--- src/rtl/ndh_pkg.sv ---
// shared types, constants and helpers of the node reference delta histogram
`timescale 1ns / 1ps

package ndh_pkg;

	localparam int NUM_BINS    = 32;
	localparam int COUNT_WIDTH = 48;
	localparam int BIN_W       = $clog2(NUM_BINS);
	localparam int OUT_W       = 48;
	localparam int REF_W       = 63;
	localparam int DIFF_W      = REF_W + 1;
	localparam int SEL_W       = 5;
	localparam int CODE_W      = 4;

	localparam logic [COUNT_WIDTH-1:0] CNT_MAX = '1;

	// operation codes of an input beat
	localparam logic [1:0] OP_NODE  = 2'd0;
	localparam logic [1:0] OP_READ  = 2'd1;
	localparam logic [1:0] OP_CLEAR = 2'd2;

	// magnitude limits and range bin codes
	localparam logic [DIFF_W-1:0] SMALL_LIMIT = DIFF_W'(9);
	localparam logic [DIFF_W-1:0] RANGE_A     = DIFF_W'(127);
	localparam logic [DIFF_W-1:0] RANGE_B     = DIFF_W'(255);
	localparam logic [DIFF_W-1:0] RANGE_C     = DIFF_W'(65536);
	localparam logic [CODE_W-1:0] CODE_A      = CODE_W'(10);
	localparam logic [CODE_W-1:0] CODE_B      = CODE_W'(11);
	localparam logic [CODE_W-1:0] CODE_C      = CODE_W'(12);
	localparam logic [CODE_W-1:0] CODE_FAR    = CODE_W'(13);
	localparam logic [BIN_W-1:0]  NEG_OFFSET  = BIN_W'(16);

	typedef enum logic [1:0] {
		POS_NONE,
		POS_ONE,
		POS_MANY
	} pos_t;

	typedef enum logic [1:0] {
		ACT_IDLE,
		ACT_COUNT,
		ACT_READ,
		ACT_CLEAR
	} act_t;

	// work handed from the delta stage to the counter stage
	typedef struct packed {
		act_t             act;
		logic [BIN_W-1:0] bin;
		logic             bin_ok;
		logic             way_inc;
		logic [1:0]       node_add;
	} ndh_cmd_t;

	function automatic logic [COUNT_WIDTH-1:0] sat_add(input logic [COUNT_WIDTH-1:0] c,
			input logic [1:0] n);
		logic [COUNT_WIDTH:0] s;
		s = {1'b0, c} + (COUNT_WIDTH + 1)'(n);
		if (s > {1'b0, CNT_MAX}) begin
			return CNT_MAX;
		end
		return s[COUNT_WIDTH-1:0];
	endfunction

endpackage

--- src/rtl/ndh_delta.sv ---
// stage 1: input register, way tracking and delta bin classification
`timescale 1ns / 1ps

module ndh_delta import ndh_pkg::*; (
	input  logic                    clk,
	input  logic                    arst_n,
	input  logic                    load,
	input  logic                    advance,
	input  logic [1:0]              operation,
	input  logic signed [REF_W-1:0] node_ref,
	input  logic                    first_of_way,
	input  logic [SEL_W-1:0]        bin_select,
	output ndh_cmd_t                cmd
);

	logic [1:0]       op_s1;
	logic [REF_W-1:0] ref_s1;
	logic             first_s1;
	logic [SEL_W-1:0] sel_s1;

	logic [REF_W-1:0] prev_q;
	pos_t             pos_q;

	logic [DIFF_W-1:0] cur_ext;
	logic [DIFF_W-1:0] prev_ext;
	logic [DIFF_W-1:0] d_fwd;
	logic [DIFF_W-1:0] d_rev;
	logic [DIFF_W-1:0] mag;
	logic              neg;
	logic [CODE_W-1:0] code;
	logic [BIN_W-1:0]  delta_bin;
	logic              counted;

	always_ff @(posedge clk) begin
		if (load) begin
			op_s1    <= operation;
			ref_s1   <= node_ref;
			first_s1 <= first_of_way;
			sel_s1   <= bin_select;
		end
	end

	// both directions in parallel so the magnitude needs no second carry chain
	always_comb begin
		cur_ext  = {ref_s1[REF_W-1], ref_s1};
		prev_ext = {prev_q[REF_W-1], prev_q};
		d_fwd    = cur_ext - prev_ext;
		d_rev    = prev_ext - cur_ext;
		neg      = d_fwd[DIFF_W-1];
		mag      = neg ? d_rev : d_fwd;
		if (mag <= SMALL_LIMIT) begin
			code = mag[CODE_W-1:0];
		end else if (mag <= RANGE_A) begin
			code = CODE_A;
		end else if (mag <= RANGE_B) begin
			code = CODE_B;
		end else if (mag <= RANGE_C) begin
			code = CODE_C;
		end else begin
			code = CODE_FAR;
		end
		delta_bin = BIN_W'(code) + (neg ? NEG_OFFSET : '0);
	end

	// a node with no way open starts one
	assign counted = !first_s1 && (pos_q != POS_NONE);

	always_comb begin
		cmd = '{act: ACT_IDLE, bin: '0, bin_ok: 1'b0, way_inc: 1'b0, node_add: 2'd0};
		case (op_s1)
			OP_NODE: begin
				if (counted) begin
					cmd.act      = ACT_COUNT;
					cmd.bin      = delta_bin;
					cmd.bin_ok   = 32'(delta_bin) < NUM_BINS;
					cmd.way_inc  = (pos_q == POS_ONE);
					cmd.node_add = (pos_q == POS_ONE) ? 2'd2 : 2'd1;
				end
			end
			OP_READ: begin
				cmd.act    = ACT_READ;
				cmd.bin    = BIN_W'(sel_s1);
				cmd.bin_ok = 32'(sel_s1) < NUM_BINS;
			end
			OP_CLEAR: begin
				cmd.act = ACT_CLEAR;
			end
			default: begin
				cmd.act = ACT_IDLE;
			end
		endcase
	end

	always_ff @(posedge clk or negedge arst_n) begin
		if (!arst_n) begin
			prev_q <= '0;
			pos_q  <= POS_NONE;
		end else if (advance && (op_s1 == OP_NODE)) begin
			prev_q <= ref_s1;
			pos_q  <= counted ? POS_MANY : POS_ONE;
		end
	end

endmodule

--- config.mk ---
export PLATFORM = sky130hd
export DESIGN_NAME = ndh_delta
export DESIGN_NICKNAME = d
export VERILOG_FILES = /design/src/rtl/ndh_pkg.sv /design/src/rtl/ndh_delta.sv
export SDC_FILE = /design/constraint.sdc
export NUM_CORES = 1
export LEC_CHECK = 0
export ABC_AREA = 1
export CORE_MARGIN = 10
export CORE_UTILIZATION = 35
export DETAILED_ROUTE_END_ITERATION = 7
export DONT_BUFFER_PORTS = 1
export SLEW_MARGIN = 20
export SYNTH_ARGS = -nofsm -noshare
export SYNTH_HDL_FRONTEND = slang
export SYNTH_SLANG_ARGS = --single-unit
--- constraint.sdc ---
create_clock -name clk -period 4.7 [get_ports clk]
set_input_delay 0.235 -clock clk [delete_from_list [all_inputs] [get_ports clk]]
set_output_delay 0.235 -clock clk [all_outputs]
set_load 0.03 [all_outputs]
# After elaboration in Yosys (flattened, before gate mapping)
# Index checks and enable logic that the tools add are counted.
[word_totals]
regBits = 136
input_bits = 75
out_inout_bits = 11
elab_cells = 33
[classes]
add_sub_neg = 3
magnitude_cmp = 4
n_eq_ne = 3
n_mux = 12
reduce_logical = 5
[op_table]
columns = ["operator", "n"]
rows = [
  ["$sub A63 B63 Y64", 2],
  ["$le A64 B17 Y1 const B", 1],
  ["$le A64 B4 Y1 const B", 1],
  ["$le A64 B7 Y1 const B", 1],
  ["$le A64 B8 Y1 const B", 1],
  ["$mux W64", 1],
  ["$pmux W6 S2", 1],
  ["$mux W10", 1],
  ["$mux W3", 3],
  ["$pmux W2 S3", 1],
  ["$add A4 B5 Y5", 1],
  ["$mux W5", 1],
  ["$eq A2 B1 Y1 const B", 2],
  ["$mux W2", 2],
  ["$mux W4", 1],
  ["$eq A2 B2 Y1 const B", 1],
  ["$logic_and A1 B1 Y1", 2],
  ["$logic_not A2 Y1", 1],
  ["$reduce_bool A2 Y1", 1],
  ["$logic_not A1 Y1", 1],
  ["$mux W1", 1],
]

# Longest topological paths before layout
# Gate-level depths: netlist of run 1.
[depth]
depth_word = 10
depth_mapped = 31
mapped_depth_nobuf = 28

# Least setup slack after synthesis of run 1
# No wires, ideal clock.
[synth_path]
path_type = "register to output"
from = "register ref_s1[5]"
to = "output cmd[4] (netlist name)"
t_arrival_ps = 2957
t_required_ps = 4465
path_slack_ps = 1508
stages_incl_launch_ff = 24
n_path_buf = 3
path_cell_list = "edfxtp_1 -> inv_1 -> ha_1 -> buf_4 -> nand2_4 -> inv_2 -> a21oi_1 -> nand2_2 -> nand2_1 -> nand2_1 -> nand2_1 -> nand2_2 -> nand2_1 -> nand3_2 -> nand2_4 -> buf_8 -> buf_6 -> mux2i_1 -> nand3_1 -> nor2_4 -> a21oi_1 -> nand2_1 -> nand3_1 -> nand2_1"
[synth_rtl]
columns = ["item", "line", "text"]
rows = [
  ["from (decl)", "ndh_delta.sv:17", "logic [REF_W-1:0] ref_s1;"],
  ["from (signal assigned)", "ndh_delta.sv:37", "ref_s1 <= node_ref;"],
  ["to (decl)", "ndh_delta.sv:13", "output ndh_cmd_t cmd"],
]

==> impl_metrics.env, run 1 <==
export IMPL_grt_antenna_before_repair=1
export IMPL_num_vias=17300
export IMPL_hold_path_cell_count=1
export IMPL_path_delay_family="simple AND/OR/NAND/NOR gates"
export IMPL_synth_seq_cells=136
export IMPL_slew_violations=0
export IMPL_drc=0
export IMPL_cp_arrival_ns=4.23
export IMPL_reg2reg_depth=5
export IMPL_root_buffer="clkbuf_16"
export IMPL_grt_overflow_total=0
export IMPL_ys_warn_count=0
export IMPL_worst_slew_pin_slew_ns=0.994
export IMPL_slew_headroom_pct=33.4
export IMPL_cts_tree="yes"
export IMPL_rows=79
export IMPL_htreeDepth=4
export IMPL_die_h_um=238
export IMPL_area_growth_pct=12.8
export IMPL_start_util_pct=35.6
export IMPL_final_setup_worst_slack_ns=0.233
export IMPL_layout_nets=3214
export IMPL_max_freq_mhz=224
export IMPL_clkSinkCount=136
export IMPL_grt_total_usage_pct=21.2
export IMPL_final_common_cell="nand2_1"
export IMPL_final_cell_mix="1,264 x nand2_1, 652 x inv_1, 158 x nor2_1"
export IMPL_period_share_pct=95.0
export IMPL_crit_top_cell="nand2_1"
export IMPL_mappedNetlistArea_um2=16600
export IMPL_io_pins=86
export IMPL_drt_pass1_iterations=5
export IMPL_cts_setup_buffers=0
export IMPL_final_hold_viol_count=0
export IMPL_powerDensity_nw_per_um2=435
export IMPL_io_buffers=0
export IMPL_synth_cell_types=42
export IMPL_setup_viol=0
export IMPL_fin_util_pct=40.2
export IMPL_combPwrFrac_pct=64.1
export IMPL_core_area_um2=46800
export IMPL_ant_nets=0
export IMPL_critPathLaunchType="flop"
export IMPL_min_period_ns=4.47
export IMPL_grt_pass1_wl_um=92900
export IMPL_swShare_pct=53.3
export IMPL_grt_pass1_vias=16600
export IMPL_routed_via_density=4.76
export IMPL_synth_area_per_cell_um2=5.64
export IMPL_tns_ns=0
export IMPL_cap_viol_max_count=0
export IMPL_p_leak_nw=10.8
export IMPL_wl_per_cell_um=16.5
export IMPL_p_int_mw=3.81
export IMPL_path_clk_slew_ns=0.06
export IMPL_clockBufferDepth=2
export IMPL_crit_buf_inv=1
export IMPL_critPathCaptureType="output pin"
export IMPL_dp_hpwl_um=50800
export IMPL_peakVddDrop_mv=0.295
export IMPL_slowest_delay_ns=0.40
export IMPL_path_depth=21
export IMPL_die_area_um2=56700
export IMPL_dp_worst_setup_slack_ns=0.586
export IMPL_p_sw_mw=4.36
export IMPL_critical_path_class="flop to output pin"
export IMPL_critPathSlowestCell="ha_2"
export IMPL_cp_max_fo=7
export IMPL_gp_congestion=1.06
export IMPL_cts_buffers_inserted=17
export IMPL_grt_max_degree=72
export IMPL_insertion_delay_ns=0.50
export IMPL_clock_skew_ns=0.00750
export IMPL_outcome="finished, final reports clean"
export IMPL_die_w_um=238
export IMPL_syn_inst=2952
export IMPL_total_power_mw=8.17
export IMPL_routed_wl_um=59800
export IMPL_yosysSeqAreaShare_pct=22.6
export IMPL_path_cells="inv_1, ha_2, nand2_1, nor2_2, nand2_1, nor2_1, nand2_1, nand3_1, nand2_1, nand4_1, nand2_1, nand3_1, nand2_1, a21oi_1, nand2_1, nor2_1, nand2_1, nor2_4, nand3_1, o21ai_1, nand2_2"
export IMPL_hold_path_class="primary input to flop"
export IMPL_power_frac_clock_pct=16.7
export IMPL_crit_required_ns=4.47
export IMPL_final_layout_size_suffix_gt1_share_pct=4.63
export IMPL_seqPwrFrac_pct=19.2
export IMPL_drt_initial_drc_count=1672
export IMPL_n_antenna_cell=0
export IMPL_syn_nets=3157
==> cell type report <==
type | instances | area (um^2)
Timing Repair Buffer | 84 | 870
Clock inverter | 13 | 145
Inverter | 668 | 2510
Fill cell | 5301 | 28000
Tap cell | 607 | 759
Clock buffer | 19 | 443
Multi-Input combinational cell | 2102 | 10300
Sequential cell | 136 | 3760
==> routing by layer <==
| metal | part of all wire (%) | track usage, % |
|---|---|---|
| met5 | 0.022 | 0 |
| met1 | 46 | 27.9 |
| met3 | 7.4 | 3.86 |
| met2 | 44 | 33.7 |
| met4 | 3.5 | 8.87 |
==> synth_stat cells, drive strengths merged <==
cell    count  area, um^2
nand2    1287        4890
inv       667        2500
nor2      183         752
nand3     151         766
ha        128        1600
a21oi     117         589
o21ai      96         484
edfxtp     71        2130
dfrtp      65        1630
nand4      39         244
xor2       38         333
buf        28         191
clkbuf     18        71.3
o21bai     17         128
nor3       16        85.1
xnor2       8        70.1
and2        5        31.3
nand3b      4        30.0
o22ai       3        18.8
fa          2        40.0
o211ai      2        15.0
a22o        1        8.76
a22oi       1        7.51
clkinv      1        3.75
mux2i       1        10.0
nand2b      1        6.26
nor3b       1        7.51
or2         1        6.26
==> power by group through the flow <==
stage	registers (mW)	logic [mW]	clock network [mW]
after detailed placement	1.59	4.94	0
after global routing	1.59	5.83	1.46
final	1.57	5.24	1.36
after floorplan	1.55	3.54	0
after global placement	1.58	4.97	0
after CTS	1.57	5.05	1.42
==> registers in the layout (all words and copies together) (netlist names) <==
name and count:
prev_q 63, ref_s1 63, sel_s1 5, op_s1 2, pos_q 2, first_s1 1
==> worst register-to-register path, stage by stage, from the launching register on <==
cell      delay, ns
edfxtp_1       0.38
inv_1          0.09
ha_1           0.24
nand2_4        0.42
buf_4          0.57
o21ai_0        0.25
==> worst paths after layout <==
check                           start    endpoint  slack, ns
max                        ref_s1[11]      cmd[7]       0.23
min                              load  ref_s1[46]       0.18
max reg2reg                  op_s1[1]  prev_q[34]       2.61
min reg2reg                prev_q[49]  prev_q[49]       0.52
max in group asynchronous      arst_n  prev_q[50]       4.06
min in group asynchronous      arst_n  prev_q[13]       0.31
==> metrics by stage <==
step                      hold slack, ns  area (um^2)  cells
after detailed placement         -0.0550        17200   3522
after floorplan                  -0.0606        16600   2952
after global placement           -0.0550        17200   3522
after global routing               0.184        18800   3629
after CTS                          0.158        18600   3629
final                              0.180        18800   3629
==> cells by family after synthesis <==
| kind of cell | after synthesis | share of synthesized area, % |
|---|---|---|
| multiplexers | 1 | 0.0601 |
| AND/OR/NAND/NOR | 1688 | 40.9 |
| AO/OA/AOI/OAI | 237 | 7.52 |
| adder cells (fa/ha/maj) | 130 | 9.86 |
| XOR/XNOR | 46 | 2.42 |
| flip-flops | 136 | 22.6 |
| buffers and inverters | 714 | 16.6 |
==> what timing repair did <==
item,in CTS,in global routing
gates resized for setup,0,55
hold buffers,75,0
endpoints found under the hold margin,209,0
setup endpoints to repair,0,4
Power figures use the tool's default switching activity.
==> inputs of run 2 (changes only) <==
--- a/config.mk
+++ b/config.mk
@@ -10,6 +10,7 @@
 export CORE_UTILIZATION = 35
 export DETAILED_ROUTE_END_ITERATION = 7
 export DONT_BUFFER_PORTS = 1
+export REMOVE_ABC_BUFFERS = 1
 export SLEW_MARGIN = 20
 export SYNTH_ARGS = -nofsm -noshare
 export SYNTH_HDL_FRONTEND = slang
==> constraint.sdc (replaced) <==
create_clock -name clk -period 4 [get_ports clk]
set_input_delay 0.6 -clock clk [delete_from_list [all_inputs] [get_ports clk]]
set_output_delay 0.6 -clock clk [all_outputs]
set_load 0.03 [all_outputs]
==> run 2 against run 1 <==
  * The flow now finishes with violations (negative setup slack)
  * Clock power increased by 19%
  * Worst setup slack got worse by 0.65 ns
  * Register-to-register slack got worse by 0.60 ns
  * Hold slack improved by 0.019 ns
  * Final cell count increased by 5.3%
  * Clock skew increased by 0.0077 ns
  * Cell area increased by 14%
  * Largest power group unchanged
  * Highest routed layer is now met4
==> impl_metrics.env, run 2 (synthesis gave the netlist of run 1 again) <==
export IMPL_wl_per_cell_um=16.1
export IMPL_final_common_cell="nand2_1"
export IMPL_grt_overflow_total=0
export IMPL_slew_headroom_pct=33.7
export IMPL_fillers=5044
export IMPL_hold_path_class="primary input to flop"
export IMPL_place_area_um2=19100
export IMPL_n_antenna_cell=0
export IMPL_critPathCaptureType="output pin"
export IMPL_rows=79
export IMPL_drt_pass1_iterations=6
export IMPL_routed_via_density=4.72
export IMPL_slowest_delay_ns=0.41
export IMPL_cts_buffers_inserted=17
export IMPL_slew_violations=0
export IMPL_drc=0
export IMPL_io_buffers=0
export IMPL_path_depth=28
export IMPL_crit_buf_inv=7
export IMPL_r2r_end="prev_q[12]"
export IMPL_seqCellArea_um2=3760
export IMPL_ant_nets=0
export IMPL_grt_pass1_vias=17300
export IMPL_dp_hpwl_um=51900
export IMPL_io_pins=86
export IMPL_drt_initial_drc_count=1378
export IMPL_outcome="finished, violations left"
export IMPL_reg2reg_from="op_s1[0]"
export IMPL_reg2reg_depth=5
export IMPL_powerDensity_nw_per_um2=514
export IMPL_grt_total_usage_pct=21.7
export IMPL_critPathLaunchType="flop"
export IMPL_final_layout_size_suffix_gt1_share_pct=21.2
export IMPL_crit_required_ns=3.40
export IMPL_area_growth_pct=28.9
export IMPL_clock_skew_ns=0.0152
export IMPL_start_util_pct=35.6
export IMPL_multiInputGateArea_um2=11600
export IMPL_stdcell_area_um2=21500
export IMPL_gp_congestion=1.02
export IMPL_final_cell_mix="1,178 x nand2_1, 604 x inv_1, 258 x buf_4"
export IMPL_p_leak_nw=12.0
export IMPL_tns_ns=-1.47
export IMPL_critical_path_class="flop to output pin"
export IMPL_grt_max_degree=91
export IMPL_endpoint="cmd[5]"
export IMPL_final_hold_viol_count=0
export IMPL_htreeDepth=4
export IMPL_core_area_um2=46800
export IMPL_reg2reg_slack_ns=2.01
export IMPL_min_period_ns=4.41
export IMPL_root_buffer="clkbuf_16"
export IMPL_cap_viol_max_count=0
export IMPL_die_w_um=238
export IMPL_path_delay_family="simple AND/OR/NAND/NOR gates"
export IMPL_worst_slew_pin_slew_ns=0.989
export IMPL_final_setup_worst_slack_ns=-0.414
export IMPL_rsz0062_at_grt="true"
export IMPL_layout_nets=3406
export IMPL_critPathSlowestCell="edfxtp_1"
export IMPL_max_freq_mhz=227
export IMPL_num_vias=18000
export IMPL_grt_antenna_before_repair=0
export IMPL_reg_top3="prev_q: 63 flops, ref_s1: 63 flops, sel_s1: 5 flops"
export IMPL_insertion_delay_ns=0.49
export IMPL_total_power_mw=11.0
export IMPL_peakVddDrop_mv=0.336
export IMPL_hold_path_cell_count=0
export IMPL_crit_top_cell="nand2_1"
export IMPL_period_share_pct=110
export IMPL_cts_tree="yes"
export IMPL_clockBufferDepth=2
export IMPL_routed_wl_um=61500
export IMPL_worstSetupStartpoint="ref_s1[7]"
export IMPL_violations="negative setup slack"
export IMPL_clkSinkCount=136
export IMPL_path_clk_slew_ns=0.06
export IMPL_die_area_um2=56700
export IMPL_cp_arrival_ns=3.81
export IMPL_die_h_um=238
export IMPL_grt_pass1_wl_um=95100
export IMPL_setup_viol=4
export IMPL_cp_max_fo=7
run 2: changes by cell type in the layout (fill, tap and decap cells not counted), moves of 46 or more:
cell / previous run / this run
buf_4: 7 / 258
dlygate4sd3_1: 73 / 1
inv_2: 14 / 60
nand2_1: 1264 / 1178
nand2_2: 19 / 100
inv_1: 652 / 604
run 2: layer usage:
metal,part of all wire (%),vias to the layer above,global-route usage (%),routed length [um]
met2,46,486,35.9,28000
met4,3.8,0,8.97,2340
met1,45,8106,27.1,27400
met5,0,-,0,0
met3,6.0,110,4.43,3700
li1,-,9339,-,-
run 2: worst reg2reg max path: cells and delay by family (launching register included):
kind | cells | cell delay (ns)
buffers and inverters | 2 | 0.54
adder cells (fa/ha/maj) | 1 | 0.24
flip-flops | 1 | 0.35
AO/OA/AOI/OAI | 1 | 0.16
AND/OR/NAND/NOR | 1 | 0.58
run 2: final cells by class:
type | count | share of cell area (%)
repair buffers | 275 | 10.3
multi-input cells | 2103 | 54.2
inverters | 668 | 11.7
well taps | 607 | 3.54
clock buffers | 20 | 2.13
flip-flops and latches | 136 | 17.5
clock inverters | 12 | 0.659
run 2: metrics by stage:
stage	std cells	util, %	setup WS, ns	hold WS, ns
2_1_floorplan	2906	-	-0.0740	0.304
3_3_place_gp	3759	40.8	-0.112	0.310
3_5_place_dp	3759	40.8	-0.101	0.310
4_1_cts	3800	43.8	-0.426	0.145
5_1_grt	3821	45.9	-0.627	0.158
6_report	3821	45.9	-0.414	0.199
run 2: how the worst min path moves through the flow:
| stage | slack (ns) | to | startpoint |
|---|---|---|---|
| 2_1_floorplan | 0.30 | pos_q[0] | arst_n |
| 3_3_place_gp | 0.31 | prev_q[10] | arst_n |
| 3_5_place_dp | 0.31 | prev_q[10] | arst_n |
| 4_1_cts | 0.15 | ref_s1[20] | node_ref[20] |
| 5_1_grt | 0.16 | ref_s1[57] | node_ref[57] |
| 6_report | 0.20 | ref_s1[56] | node_ref[56] |
run 2: where the power goes:
part / switching (mW) / leakage [nW] / total (mW) / internal [mW]
logic: 4.68 / 10.2 / 7.53 / 2.85
clock network: 0.666 / 0.288 / 1.62 / 0.954
registers: 0.191 / 1.50 / 1.88 / 1.69
total: 5.54 / 12.0 / 11.0 / 5.49
run 2: what timing repair did:
item,in CTS,in global routing
gates cloned,0,2
buffers inserted,7,19
resized for setup,158,217
hold buffers,2,0
endpoints found under the setup margin,4,4
pin swaps,31,65
endpoints found under the hold margin,65,0
